[src/rtl/stpr_pkg.sv]
// Package for the string-to-unsigned parser.
// Holds the transfer payload types, parse state, character codes and
// character classification functions. No dependencies.
`default_nettype none

package stpr_pkg;

	localparam int OffsetBits = 16;
	localparam int ValueBits  = 64;
	localparam int RadixBits  = 6;

	localparam logic [7:0] ChZero  = 8'h30;
	localparam logic [7:0] ChNine  = 8'h39;
	localparam logic [7:0] ChLowA  = 8'h61;
	localparam logic [7:0] ChLowZ  = 8'h7A;
	localparam logic [7:0] ChUpA   = 8'h41;
	localparam logic [7:0] ChUpZ   = 8'h5A;
	localparam logic [7:0] ChLowX  = 8'h78;
	localparam logic [7:0] ChUpX   = 8'h58;
	localparam logic [7:0] ChPlus  = 8'h2B;
	localparam logic [7:0] ChMinus = 8'h2D;
	localparam logic [7:0] ChSpace = 8'h20;
	localparam logic [7:0] ChTab   = 8'h09;
	localparam logic [7:0] ChCr    = 8'h0D;

	localparam logic [RadixBits-1:0] NoDigit    = 6'd63;
	localparam logic [RadixBits-1:0] RadixAuto  = 6'd0;
	localparam logic [RadixBits-1:0] RadixBad   = 6'd1;
	localparam logic [RadixBits-1:0] RadixOct   = 6'd8;
	localparam logic [RadixBits-1:0] RadixDec   = 6'd10;
	localparam logic [RadixBits-1:0] RadixHex   = 6'd16;
	localparam logic [RadixBits-1:0] RadixMax   = 6'd36;
	localparam logic [RadixBits-1:0] RadixReset = 6'd10;

	typedef logic [RadixBits-1:0] radix_t;

	typedef enum logic [2:0] {
		PH_IDLE   = 3'd0,
		PH_START  = 3'd1,
		PH_SIGNED = 3'd2,
		PH_ZERO   = 3'd3,
		PH_PREFIX = 3'd4,
		PH_DIGITS = 3'd5
	} phase_t;

	typedef struct packed {
		logic [7:0] char_code;
		logic       first_byte;
	} char_item_t;

	typedef struct packed {
		logic [ValueBits-1:0]  value;
		logic                  overflowed;
		logic                  digits_seen;
		logic [OffsetBits-1:0] end_offset;
	} result_item_t;

	typedef struct packed {
		phase_t                phase;
		logic [ValueBits-1:0]  acc;
		radix_t                base;
		logic                  minus;
		logic                  digit;
		logic                  ovf;
		logic [OffsetBits-1:0] pos;
	} parse_state_t;

	function automatic radix_t digit_value(input logic [7:0] c);
		logic [7:0] t;
		begin
			t = 8'd0;
			if (c >= ChZero && c <= ChNine) begin
				t = c - ChZero;
			end else if (c >= ChLowA && c <= ChLowZ) begin
				t = c - ChLowA + 8'd10;
			end else if (c >= ChUpA && c <= ChUpZ) begin
				t = c - ChUpA + 8'd10;
			end else begin
				t = {2'b00, NoDigit};
			end
			digit_value = t[RadixBits-1:0];
		end
	endfunction

	function automatic logic is_space(input logic [7:0] c);
		is_space = (c == ChSpace) || (c >= ChTab && c <= ChCr);
	endfunction

endpackage

`default_nettype wire

[src/rtl/stpr_step.sv]
// One parse step: next parse state and optional result for one byte.
// Combinational; uses stpr_pkg types, codes and classification functions.
`default_nettype none

module stpr_step (
	input  stpr_pkg::parse_state_t st,
	input  stpr_pkg::radix_t       radix,
	input  stpr_pkg::char_item_t   item,
	output stpr_pkg::parse_state_t nst,
	output logic                   emit,
	output stpr_pkg::result_item_t res
);

	localparam logic [stpr_pkg::OffsetBits-1:0] PosMax = '1;
	localparam int ProdBits = stpr_pkg::ValueBits + stpr_pkg::RadixBits;

	logic [7:0]                        c;
	stpr_pkg::radix_t                  d;
	logic                              chk;
	logic                              ok;
	logic                              fin;
	logic [stpr_pkg::OffsetBits-1:0]   fin_end;
	logic [ProdBits-1:0]               prod;

	always_comb begin
		c       = item.char_code;
		d       = stpr_pkg::digit_value(c);
		nst     = st;
		emit    = 1'b0;
		chk     = 1'b0;
		ok      = 1'b0;
		fin     = 1'b0;
		fin_end = st.pos;
		prod    = '0;
		res     = '0;

		if (item.first_byte) begin
			nst.phase = stpr_pkg::PH_START;
			nst.acc   = '0;
			nst.minus = 1'b0;
			nst.digit = 1'b0;
			nst.ovf   = 1'b0;
			nst.pos   = '0;
			if (radix == stpr_pkg::RadixBad || radix > stpr_pkg::RadixMax) begin
				nst.base = stpr_pkg::RadixBad;
			end else begin
				nst.base = radix;
			end
		end else if (st.phase != stpr_pkg::PH_IDLE && st.pos != PosMax) begin
			nst.pos = st.pos + 1'b1;
		end

		if (item.first_byte || st.phase != stpr_pkg::PH_IDLE) begin
			case (nst.phase)
				stpr_pkg::PH_START, stpr_pkg::PH_SIGNED: begin
					if (nst.phase == stpr_pkg::PH_START && stpr_pkg::is_space(c)) begin
						// skip whitespace
					end else if (nst.phase == stpr_pkg::PH_START && c == stpr_pkg::ChMinus) begin
						nst.minus = 1'b1;
						nst.phase = stpr_pkg::PH_SIGNED;
					end else if (nst.phase == stpr_pkg::PH_START && c == stpr_pkg::ChPlus) begin
						nst.phase = stpr_pkg::PH_SIGNED;
					end else if ((nst.base == stpr_pkg::RadixAuto ||
							nst.base == stpr_pkg::RadixHex) && c == stpr_pkg::ChZero) begin
						nst.digit = 1'b1;
						nst.phase = stpr_pkg::PH_ZERO;
					end else begin
						if (nst.base == stpr_pkg::RadixAuto) begin
							nst.base = stpr_pkg::RadixDec;
						end
						nst.phase = stpr_pkg::PH_DIGITS;
						chk = 1'b1;
					end
				end
				stpr_pkg::PH_ZERO: begin
					if (c == stpr_pkg::ChLowX || c == stpr_pkg::ChUpX) begin
						nst.base  = stpr_pkg::RadixHex;
						nst.phase = stpr_pkg::PH_PREFIX;
					end else begin
						if (nst.base == stpr_pkg::RadixAuto) begin
							nst.base = stpr_pkg::RadixOct;
						end
						nst.phase = stpr_pkg::PH_DIGITS;
						chk = 1'b1;
					end
				end
				stpr_pkg::PH_PREFIX: begin
					nst.phase = stpr_pkg::PH_DIGITS;
					chk = 1'b1;
					// the '0' alone is the subject: end at the 'x'
					fin_end = (nst.pos == PosMax) ? nst.pos : nst.pos - 1'b1;
				end
				stpr_pkg::PH_DIGITS: begin
					chk = 1'b1;
					fin_end = nst.pos;
				end
				default: begin
					nst.phase = stpr_pkg::PH_IDLE;
				end
			endcase
			if (nst.phase != stpr_pkg::PH_PREFIX && st.phase != stpr_pkg::PH_PREFIX) begin
				fin_end = nst.pos;
			end
		end

		ok = chk && (nst.base >= 6'd2) && (d < nst.base);
		fin = chk && !ok;

		if (ok) begin
			nst.digit = 1'b1;
			prod = {{stpr_pkg::RadixBits{1'b0}}, nst.acc} *
				{{stpr_pkg::ValueBits{1'b0}}, nst.base} +
				{{stpr_pkg::ValueBits{1'b0}}, d};
			if (!nst.ovf) begin
				if (prod[ProdBits-1:stpr_pkg::ValueBits] != '0) begin
					nst.ovf = 1'b1;
				end else begin
					nst.acc = prod[stpr_pkg::ValueBits-1:0];
				end
			end
		end

		if (fin) begin
			emit = 1'b1;
			if (nst.ovf) begin
				res.value = '1;
			end else if (nst.minus) begin
				res.value = '0 - nst.acc;
			end else begin
				res.value = nst.acc;
			end
			res.overflowed  = nst.ovf;
			res.digits_seen = nst.digit;
			res.end_offset  = nst.digit ? fin_end : '0;
			nst.phase = stpr_pkg::PH_IDLE;
		end
	end

endmodule

`default_nettype wire

[src/rtl/string_to_unsigned_parser.sv]
// Top level of the string-to-unsigned parser: radix register, byte input
// register, parse state register and result register around stpr_step.
// Depends on stpr_pkg and stpr_step.
//
// Takes one byte per cycle, back to back. A terminating byte passes the byte input
// register and then the parse step, and the result register loads with result_valid
// as the step fires; the result then waits there until result_ready. A byte holds
// in the input register while an earlier result waits with result_ready low, and
// only then does the input take fewer than one byte per cycle. Each byte passes
// through one parse step whose cost is a 64 by 6 bit multiply and add with an
// overflow test. The radix written on cfg_wdata is sampled at the first byte of
// each string.
`default_nettype none

module string_to_unsigned_parser (
	input  logic                   clk,
	input  logic                   arst_n,
	input  logic                   cfg_we,
	input  stpr_pkg::radix_t       cfg_wdata,
	input  logic                   char_valid,
	output logic                   char_ready,
	input  stpr_pkg::char_item_t   char_item,
	output logic                   result_valid,
	input  logic                   result_ready,
	output stpr_pkg::result_item_t result_item
);

	stpr_pkg::radix_t       radix_q;
	stpr_pkg::char_item_t   item_s1;
	logic                   valid_s1;
	stpr_pkg::parse_state_t st_q;
	stpr_pkg::parse_state_t nst;
	logic                   emit;
	stpr_pkg::result_item_t res;
	logic                   fire_s1;

	assign fire_s1    = valid_s1 && (!result_valid || result_ready);
	assign char_ready = !valid_s1 || fire_s1;

	stpr_step u_step (
		.st   (st_q),
		.radix(radix_q),
		.item (item_s1),
		.nst  (nst),
		.emit (emit),
		.res  (res)
	);

	always_ff @(posedge clk or negedge arst_n) begin
		if (!arst_n) begin
			radix_q <= stpr_pkg::RadixReset;
		end else if (cfg_we) begin
			radix_q <= cfg_wdata;
		end
	end

	always_ff @(posedge clk or negedge arst_n) begin
		if (!arst_n) begin
			valid_s1     <= 1'b0;
			result_valid <= 1'b0;
			st_q         <= '0;
		end else begin
			if (char_ready) begin
				valid_s1 <= char_valid;
			end
			if (fire_s1) begin
				st_q         <= nst;
				result_valid <= emit;
			end else if (result_ready) begin
				result_valid <= 1'b0;
			end
		end
	end

	always_ff @(posedge clk) begin
		if (char_ready && char_valid) begin
			item_s1 <= char_item;
		end
		if (fire_s1 && emit) begin
			result_item <= res;
		end
	end

endmodule

`default_nettype wire

[config.mk]
export PLATFORM = sky130hd
export DESIGN_NAME = string_to_unsigned_parser
export DESIGN_NICKNAME = d
export VERILOG_FILES = /design/src/rtl/stpr_pkg.sv /design/src/rtl/stpr_step.sv /design/src/rtl/string_to_unsigned_parser.sv
export SDC_FILE = /design/constraint.sdc
export NUM_CORES = 2
export LEC_CHECK = 0
export BUFFER_PORTS_ARGS = -buffer_cell sky130_fd_sc_hd__buf_4
export CORE_UTILIZATION = 25
export CTS_CLUSTER_SIZE = 24
export DETAILED_ROUTE_END_ITERATION = 7
export HOLD_SLACK_MARGIN = 0.02
export SYNTH_ARGS = -nofsm -noshare
export SYNTH_HDL_FRONTEND = slang
export SYNTH_SLANG_ARGS = --single-unit
[constraint.sdc]
create_clock -name clk -period 11.1 [get_ports clk]
set_input_delay 3.33 -clock clk [delete_from_list [all_inputs] [get_ports clk]]
set_output_delay 3.33 -clock clk [all_outputs]
set_load 0.05 [all_outputs]
== After elaboration in Yosys (flattened, before gate mapping) ==
Index checks and enable logic that the tools add are counted.

* Output and inout port bits: 84
* Memory bits (writable): 0
* Flip-flop bits (word level): 191
* Bits in latches: 0
* Memories: 0
* Bits in read-only memories: 0
* Word-level logic and storage cells: 139
* Bits of input ports: 20

* $lt $le $gt $ge: 11
* Shift operators: 0
* Reduce and logical (&&, ||, !) cells: 33
* Divide/modulo/power cells: 0
* Eq/ne operators: 17
* Multiply operators: 1
* $add $sub $neg: 9
* Multiplexer cells: 52
* Bitwise operators: 0

{| class="wikitable"
|+ Operators with widths
! cell !! number
|-
| 64-bit two-way mux || 5
|-
| 16-bit two-way mux || 5
|-
| 76-bit two-way mux || 1
|-
| 70-bit by 6-bit adder with 70-bit output || 1
|-
| 64-bit by 6-bit multiplier with 70-bit output || 1
|-
| 1-bit by 64-bit subtractor with 64-bit output (first input constant) || 1
|-
| 6-bit two-way mux || 10
|-
| 8-bit by 6-bit equality test with 1-bit output (second input constant) || 4
|-
| 16-bit one-hot mux with 2 select lines || 1
|-
| 3-bit two-way mux || 7
|-
| 16-bit by 1-bit adder with 16-bit output (second input constant) || 1
|-
| 16-bit equality test (second input constant) || 1
|-
| 8-bit by 7-bit equality test with 1-bit output (second input constant) || 2
|-
| 8-bit by 7-bit greater-or-equal comparator with 1-bit output (second input constant) || 2
|-
| 8-bit by 7-bit less-or-equal comparator with 1-bit output (second input constant) || 2
|-
| 1-bit logical AND || 16
|-
| 1-bit two-way mux || 16
|-
| 8-bit two-way mux || 2
|-
| 16-bit inequality test (second input constant) || 1
|-
| 16-bit by 1-bit subtractor with 16-bit output (second input constant) || 1
|-
| 6-bit by 4-bit adder with 6-bit output (second input constant) || 2
|-
| 3-bit one-hot mux with 4 select lines || 1
|-
| 6-bit one-hot mux with 2 select lines || 1
|-
| 6-bit subtractor (second input constant) || 2
|-
| 24 further kinds || 37
|}

== Depth between registers and ports, before layout ==
* Depth after elaboration: 22
* Depth in mapped cells: 43
* Mapped depth without buffers: 36

== Modules after synthesis ==
From an unflattened synthesis, not the netlist that was laid out.

* Cell total of the unflattened synthesis: 2902
* Area total of the unflattened synthesis: 25578.3 um^2

{| class="wikitable"
|+ Modules (own cells, without submodules)
! module !! times used !! area each (um^2) !! seq. area each (um^2) !! cells each
|-
| stpr_step || 1 || 18687.9 || 0.0 || 2593
|-
| string_to_unsigned_parser || 1 || 6890.4 || 5237.5 || 309
|}

== Worst setup path before layout ==
Ideal clock, no wire load.

* Kind: register to register
* Start: register item_s1[0] in the netlist's numbering
* End: register result_item[80] in the netlist's numbering (data pin)
* Clock period less this slack: 9.923 ns
* Arrival time: 9.656 ns
* Slack: 1.177 ns
* Buffers on the path: 14
* Library setup time: 0.267 ns
* Data required time: 10.833 ns
* Cell stages (with the launch flop): 41
* Cell sequence: edfxtp_1 inv_1 clkbuf_1 clkbuf_1 clkbuf_1 clkbuf_1 clkbuf_1 clkbuf_1 buf_1 nand2_1 nor2_1 fa_1 fa_1 fa_1 ha_1 ha_1 clkbuf_1 nand4_1 (+5 left out) xnor2_1 a2111o_1 buf_6 nor2_8 buf_4 buf_2 buf_2 buf_2 nor2_1 a21oi_1 ha_1 o41a_1 and4bb_1 and3_1 clkbuf_1 nand4_1 nor4bb_1 a211oi_1

* Longest elaborated chain between the ends: 19
* Elaborated cells between the ends (all ways): 51
* Classes of those cells: add/sub (2); mul (1); order compare (2); eq/ne (6); mux (26); reduce/logical (14)

{| class="wikitable"
|+ Ends and longest elaborated chain
! what !! RTL line !! source
|-
| from (decl) || string_to_unsigned_parser.sv:29 || <nowiki>stpr_pkg::char_item_t item_s1;</nowiki>
|-
| from (signal assigned) || string_to_unsigned_parser.sv:77 || <nowiki>item_s1 <= char_item;</nowiki>
|-
| 76-bit two-way mux || stpr_step.sv:37 || <nowiki>if (item.first_byte) begin</nowiki>
|-
| 6-bit by 5-bit equality test with 1-bit output or 6-bit logical NOT (tied branches) || - ||
|-
| 1-bit logical OR || stpr_step.sv:63 || <nowiki>end else if ((nst.base == stpr_pkg::RadixAuto ||</nowiki>
|-
| 1-bit logical AND || stpr_step.sv:64 || <nowiki>nst.base == stpr_pkg::RadixHex) && c == stpr_pkg::ChZero) begin</nowiki>
|-
| 6-bit two-way mux || stpr_step.sv:63 ||
|-
| 6-bit two-way mux || stpr_step.sv:61 || <nowiki>end else if (nst.phase == stpr_pkg::PH_START && c == stpr_pkg::ChPlus) begin</nowiki>
|-
| 6-bit two-way mux || stpr_step.sv:58 || <nowiki>end else if (nst.phase == stpr_pkg::PH_START && c == stpr_pkg::ChMinus) begin</nowiki>
|-
| 8-bit two-way mux || stpr_step.sv:56 || <nowiki>if (nst.phase == stpr_pkg::PH_START && stpr_pkg::is_space(c)) begin</nowiki>
|-
| (+3 left out) || - ||
|-
| 70-bit by 6-bit adder with 70-bit output || stpr_step.sv:112 || <nowiki>{{stpr_pkg::ValueBits{1'b0}}, nst.base} +</nowiki>
|-
| 6-bit nonzero test || stpr_step.sv:115 || <nowiki>if (prod[ProdBits-1:stpr_pkg::ValueBits] != '0) begin</nowiki>
|-
| 64-bit two-way mux || stpr_step.sv:115 ||
|-
| 64-bit two-way mux || stpr_step.sv:114 || <nowiki>if (!nst.ovf) begin</nowiki>
|-
| 64-bit two-way mux || stpr_step.sv:109 || <nowiki>if (ok) begin</nowiki>
|-
| 1-bit by 64-bit subtractor with 64-bit output || stpr_step.sv:128 || <nowiki>res.value = '0 - nst.acc;</nowiki>
|-
| 64-bit two-way mux || stpr_step.sv:127 || <nowiki>end else if (nst.minus) begin</nowiki>
|-
| 64-bit two-way mux || stpr_step.sv:125 || <nowiki>if (nst.ovf) begin</nowiki>
|-
| to (signal assigned) || string_to_unsigned_parser.sv:80 || <nowiki>result_item <= res;</nowiki>
|-
| to (decl) || string_to_unsigned_parser.sv:25 || <nowiki>output stpr_pkg::result_item_t result_item</nowiki>
|}

Parallel ways exist; a longest one is shown, timed or not.
A chain may end at the register's enable or synchronous reset.

== Final worst setup path ==
* Start: register item_s1[2] in the netlist's numbering
* End: register result_item[51] in the netlist's numbering (data pin)

* Longest elaborated chain between the ends: 17
* Elaborated cells between the ends (all ways): 66
* Classes of those cells: add/sub (7); mul (1); order compare (10); eq/ne (6); mux (27); reduce/logical (15)

{| class="wikitable"
|+ Ends and longest elaborated chain
! what
|-
| branches (longest 17 deep; another with 64-bit by 6-bit multiplier with 70-bit output)
|}

Parallel ways; which one is timed is not known.

==> metrics.md <==
| Metric | Value |
|---|---|
| Distinct cells, synth | between 100 and 150 |
| Top FF cell, synth | dfrtp_1 |
| Layout cell share with drive strength beyond 1 | under 10% |
| Fmax | roughly 95 MHz |
| Fin. Hold Viols | 0 |
| Finished Layout Cells | approximately 4400 |
| Slew headroom | 17.05% |
| Comb pwr share | 55.0% |
| Initial Util | between 20% and 30% |
| Setup slack at placement | between 0.4 and 0.5 ns |
| Lkg Pwr | roughly 13 nW |
| Crit path largest cell delay | 0.70 ns |
| Post-synth EDFFs | 91 |
| Sequential element share of the synthesized area | 20.64% |
| # IOs | approximately 100 |
| Max_cap viols | 0 |
| Status | completed |
| Ys async rst share | a little over half |
| Syn-to-layout area delta | 11.66% |
| # port buffers | slightly above 100 |
| Synth Register Bits | around 190 |
| Hold-fix buffers, CTS | 0 |
| CP startpoint kind | flop |
| # diodes | 0 |
| DRT Pass-1 Iters | 6 |
| Synthesized area | about 25000 µm² |
| Via Count | roughly 24000 |
| Power share of the sequential group | a little over a quarter |
| Ys Warns | 0 |
| Initial DRC count | 2471 |
| Largest fanout on the critical path | roughly 120 |
| Final period util | a little over nine tenths |
| FP Rows | ~120 |
| Num CTS Buffers | 17 |
| Clk sink count | about 190 |
| Die area | 102800 µm² |
| Crit end category | flop |
| Chip Height | between 300 and 400 µm |
| Req. time, crit path | 11.32 ns |
| Net Count, Synth | approximately 3500 |
| Vias per cell | 5.374 |
| Clk buf depth | 2 |
| Clock latency on the worst-skew pair | approximately 0.52 ns |
| Nets | 3485 |
| Crit path time final | about 11 ns |
| ANT nets after route | 0 |
| Most frequent CP cell | inv_1 |
| Cells after Synth | slightly above 3000 |
| Pwr dens | around 130 nW/µm² |
| Core area | roughly 100000 µm² |
| Pin count of the biggest net entering global routing | about 120 |
| Worst Tran Pin Value | 1.241 ns |
| Die Width | roughly 320 µm |
| Mapped Avg Cell Area | 8.313 µm² |
| P_int | between 1.5 and 2 mW |
| Synth top area share | between 10% and 20% |
| Total power | between 3 and 4 mW |
| Most common cell in the netlist | nor2_1 |
| RSZ-0062 raised after global routing | false |
| Wirelength per Cell | around 21 µm |
| Max Transition Viols Final | 0 |
| CTS tree | built |
| CTS root buffer | clkbuf_16 |
| Final Worst Setup Slack | 0.5901 ns |
| Final setup TNS | 0 ns |
| Ranking of synthesized cells by area | fa_1 (20%), edfxtp_1 (11%), dfrtp_1 (9.7%), nor2_1 (8.1%), ha_1 (8.0%) |
| WP data arrival | 10.73 ns |
| Slowest cell on crit path | o21ai_0 |
| Max rail drop VDD | ~150 µV |
| Detailed-route wire length | roughly 90000 µm |
| Number of global-route vias before repair | ~24000 |
| Net Switching | between 1.5 and 2 mW |
| Clock Skews | about 0.024 ns |
| CTS HTree Levels | 4 |
| Clock slew at reported path FFs | 0.09 ns |
| Synth area leader | fa_1 |
| Setup CP Type | flop to flop |
| Gr ovfl total | 0 |
| # DRC | 0 |
| Cells after DPL | about 4400 |
| GR Util All Layers | 18.03% |
| Most common library cells after synthesis | nor2_1 (548), nand2_1 (340), fa_1 (252), a21oi_1 (241), o21ai_0 (206) |
| Routability cong. | 0.9586 |
| Final setup fails | 0 |
| First-pass GRT wire length | approximately 140000 µm |
| Clock share of power | about a fifth |
| Initial antenna violation count | 2 |
| Worst Hold Class | flop to flop |
| Dpl hpwl | around 70000 µm |
| Switching share of total power | about half |
==> kinds of logic after synthesis <==
kind of cell | after synthesis | share of synthesized area, %
multiplexers | 23 | 0.9417
AO/OA/AOI/OAI | 763 | 19.37
buffers and inverters | 274 | 4.324
AND/OR/NAND/NOR | 1262 | 22.50
XOR/XNOR | 125 | 4.314
flip-flops | 191 | 20.64
adder cells (fa/ha/maj) | 415 | 27.92
==> per-layer routing <==
| layer | share of wire [%] | routed length [µm] | global-route usage, % |
|---|---|---|---|
| met5 | 0 | 0 | 0 |
| met3 | 8.7 | 8025 | 3.233 |
| met2 | 45 | 41100 | 28.08 |
| met4 | 2.5 | 2281 | 5.061 |
| met1 | 44 | 40750 | 25.36 |
==> repair_timing <==
item,CTS,global route
gates resized for setup,0,5
setup endpoints to repair,0,30
setup buffers,0,1
endpoints found under the hold margin,0,0
==> critical path, delay by kind of cell (launching register included) <==
kind	cells	cell delay, ns
AOI/OAI and AO/OA	11	3.16
xor gates and xnor gates	1	0.56
adders and majority gates	6	2.68
buffers and inverters	9	1.54
DFF	1	0.50
and+or+nand+nor	9	1.70
==> worst paths after layout <==
kind / startpoint / to / slack [ns] / cells past startpoint
max: item_s1[2]$_DFFE_PP_ / result_item[51]$_SDFFCE_PN0P_ / 0.59 / 36
min: st_q[79]$_DFFE_PN0P_ / st_q[79]$_DFFE_PN0P_ / 0.49 / 2
max reg2reg: item_s1[2]$_DFFE_PP_ / result_item[51]$_SDFFCE_PN0P_ / 0.59 / 36
min reg2reg: st_q[79]$_DFFE_PN0P_ / st_q[79]$_DFFE_PN0P_ / 0.49 / 2
max in group asynchronous: arst_n / st_q[18]$_DFFE_PN0P_ / 6.88 / 2
min in group asynchronous: arst_n / st_q[33]$_DFFE_PN0P_ / 2.94 / 1
==> cell type report <==
type,count,area [µm²]
Fill cell,10790,71950
Multi-Input combinational cell,2588,19140
Sequential cell,191,5238
Tap cell,1357,1698
Timing Repair Buffer,160,1289
Clock buffer,17,425.4
Inverter,92,345.3
Clock inverter,15,206.4
==> stage by stage <==
| stage | hold slack (ns) | cell area [µm²] | utilization [%] |
|---|---|---|---|
| floorplan | 0.4462 | 25380 | - |
| global placement | 0.4612 | 27670 | 27.59 |
| detailed placement | 0.4679 | 27670 | 27.59 |
| CTS | 0.4888 | 28300 | 28.22 |
| global route | 0.4981 | 28340 | 28.26 |
| finish | 0.4855 | 28340 | 28.26 |
==> state kept, by name (all words and copies together), names as in the netlist <==
signal        cells
st_q             92
result_item      82
result_valid      1
item_s1           9
radix_q           6
valid_s1          1
==> placed cells by master (no fill, tap or decap), types with 11 or more instances in the layout <==
cell / instances
nor2_1: 545
nand2_1: 338
fa_1: 252
a21oi_1: 240
o21ai_0: 206
ha_1: 163
buf_4: 153
dfrtp_1: 98
edfxtp_1: 91
inv_1: 90
xnor2_1: 76
nand3_1: 61
nor3_1: 52
nand4_1: 52
xor2_1: 49
a31oi_1: 35
a21o_1: 31
or3_1: 26
o21a_1: 26
nor4_1: 25
o31ai_1: 24
and3_1: 23
or2_2: 20
and2_1: 20
o21bai_1: 20
a211oi_1: 18
clkbuf_16: 17
nand2b_1: 16
mux2i_1: 16
nor2b_1: 12
o211ai_1: 11
==> power groups by stage <==
stage	registers [mW]	clock network [mW]	logic (mW)
floorplan	1.21	0	1.09
global placement	0.994	0	1.98
detailed placement	0.994	0	1.99
CTS	0.982	0.718	2.00
global route	0.995	0.735	2.20
finish	0.981	0.705	2.06
(Power assumes the default switching activity.)
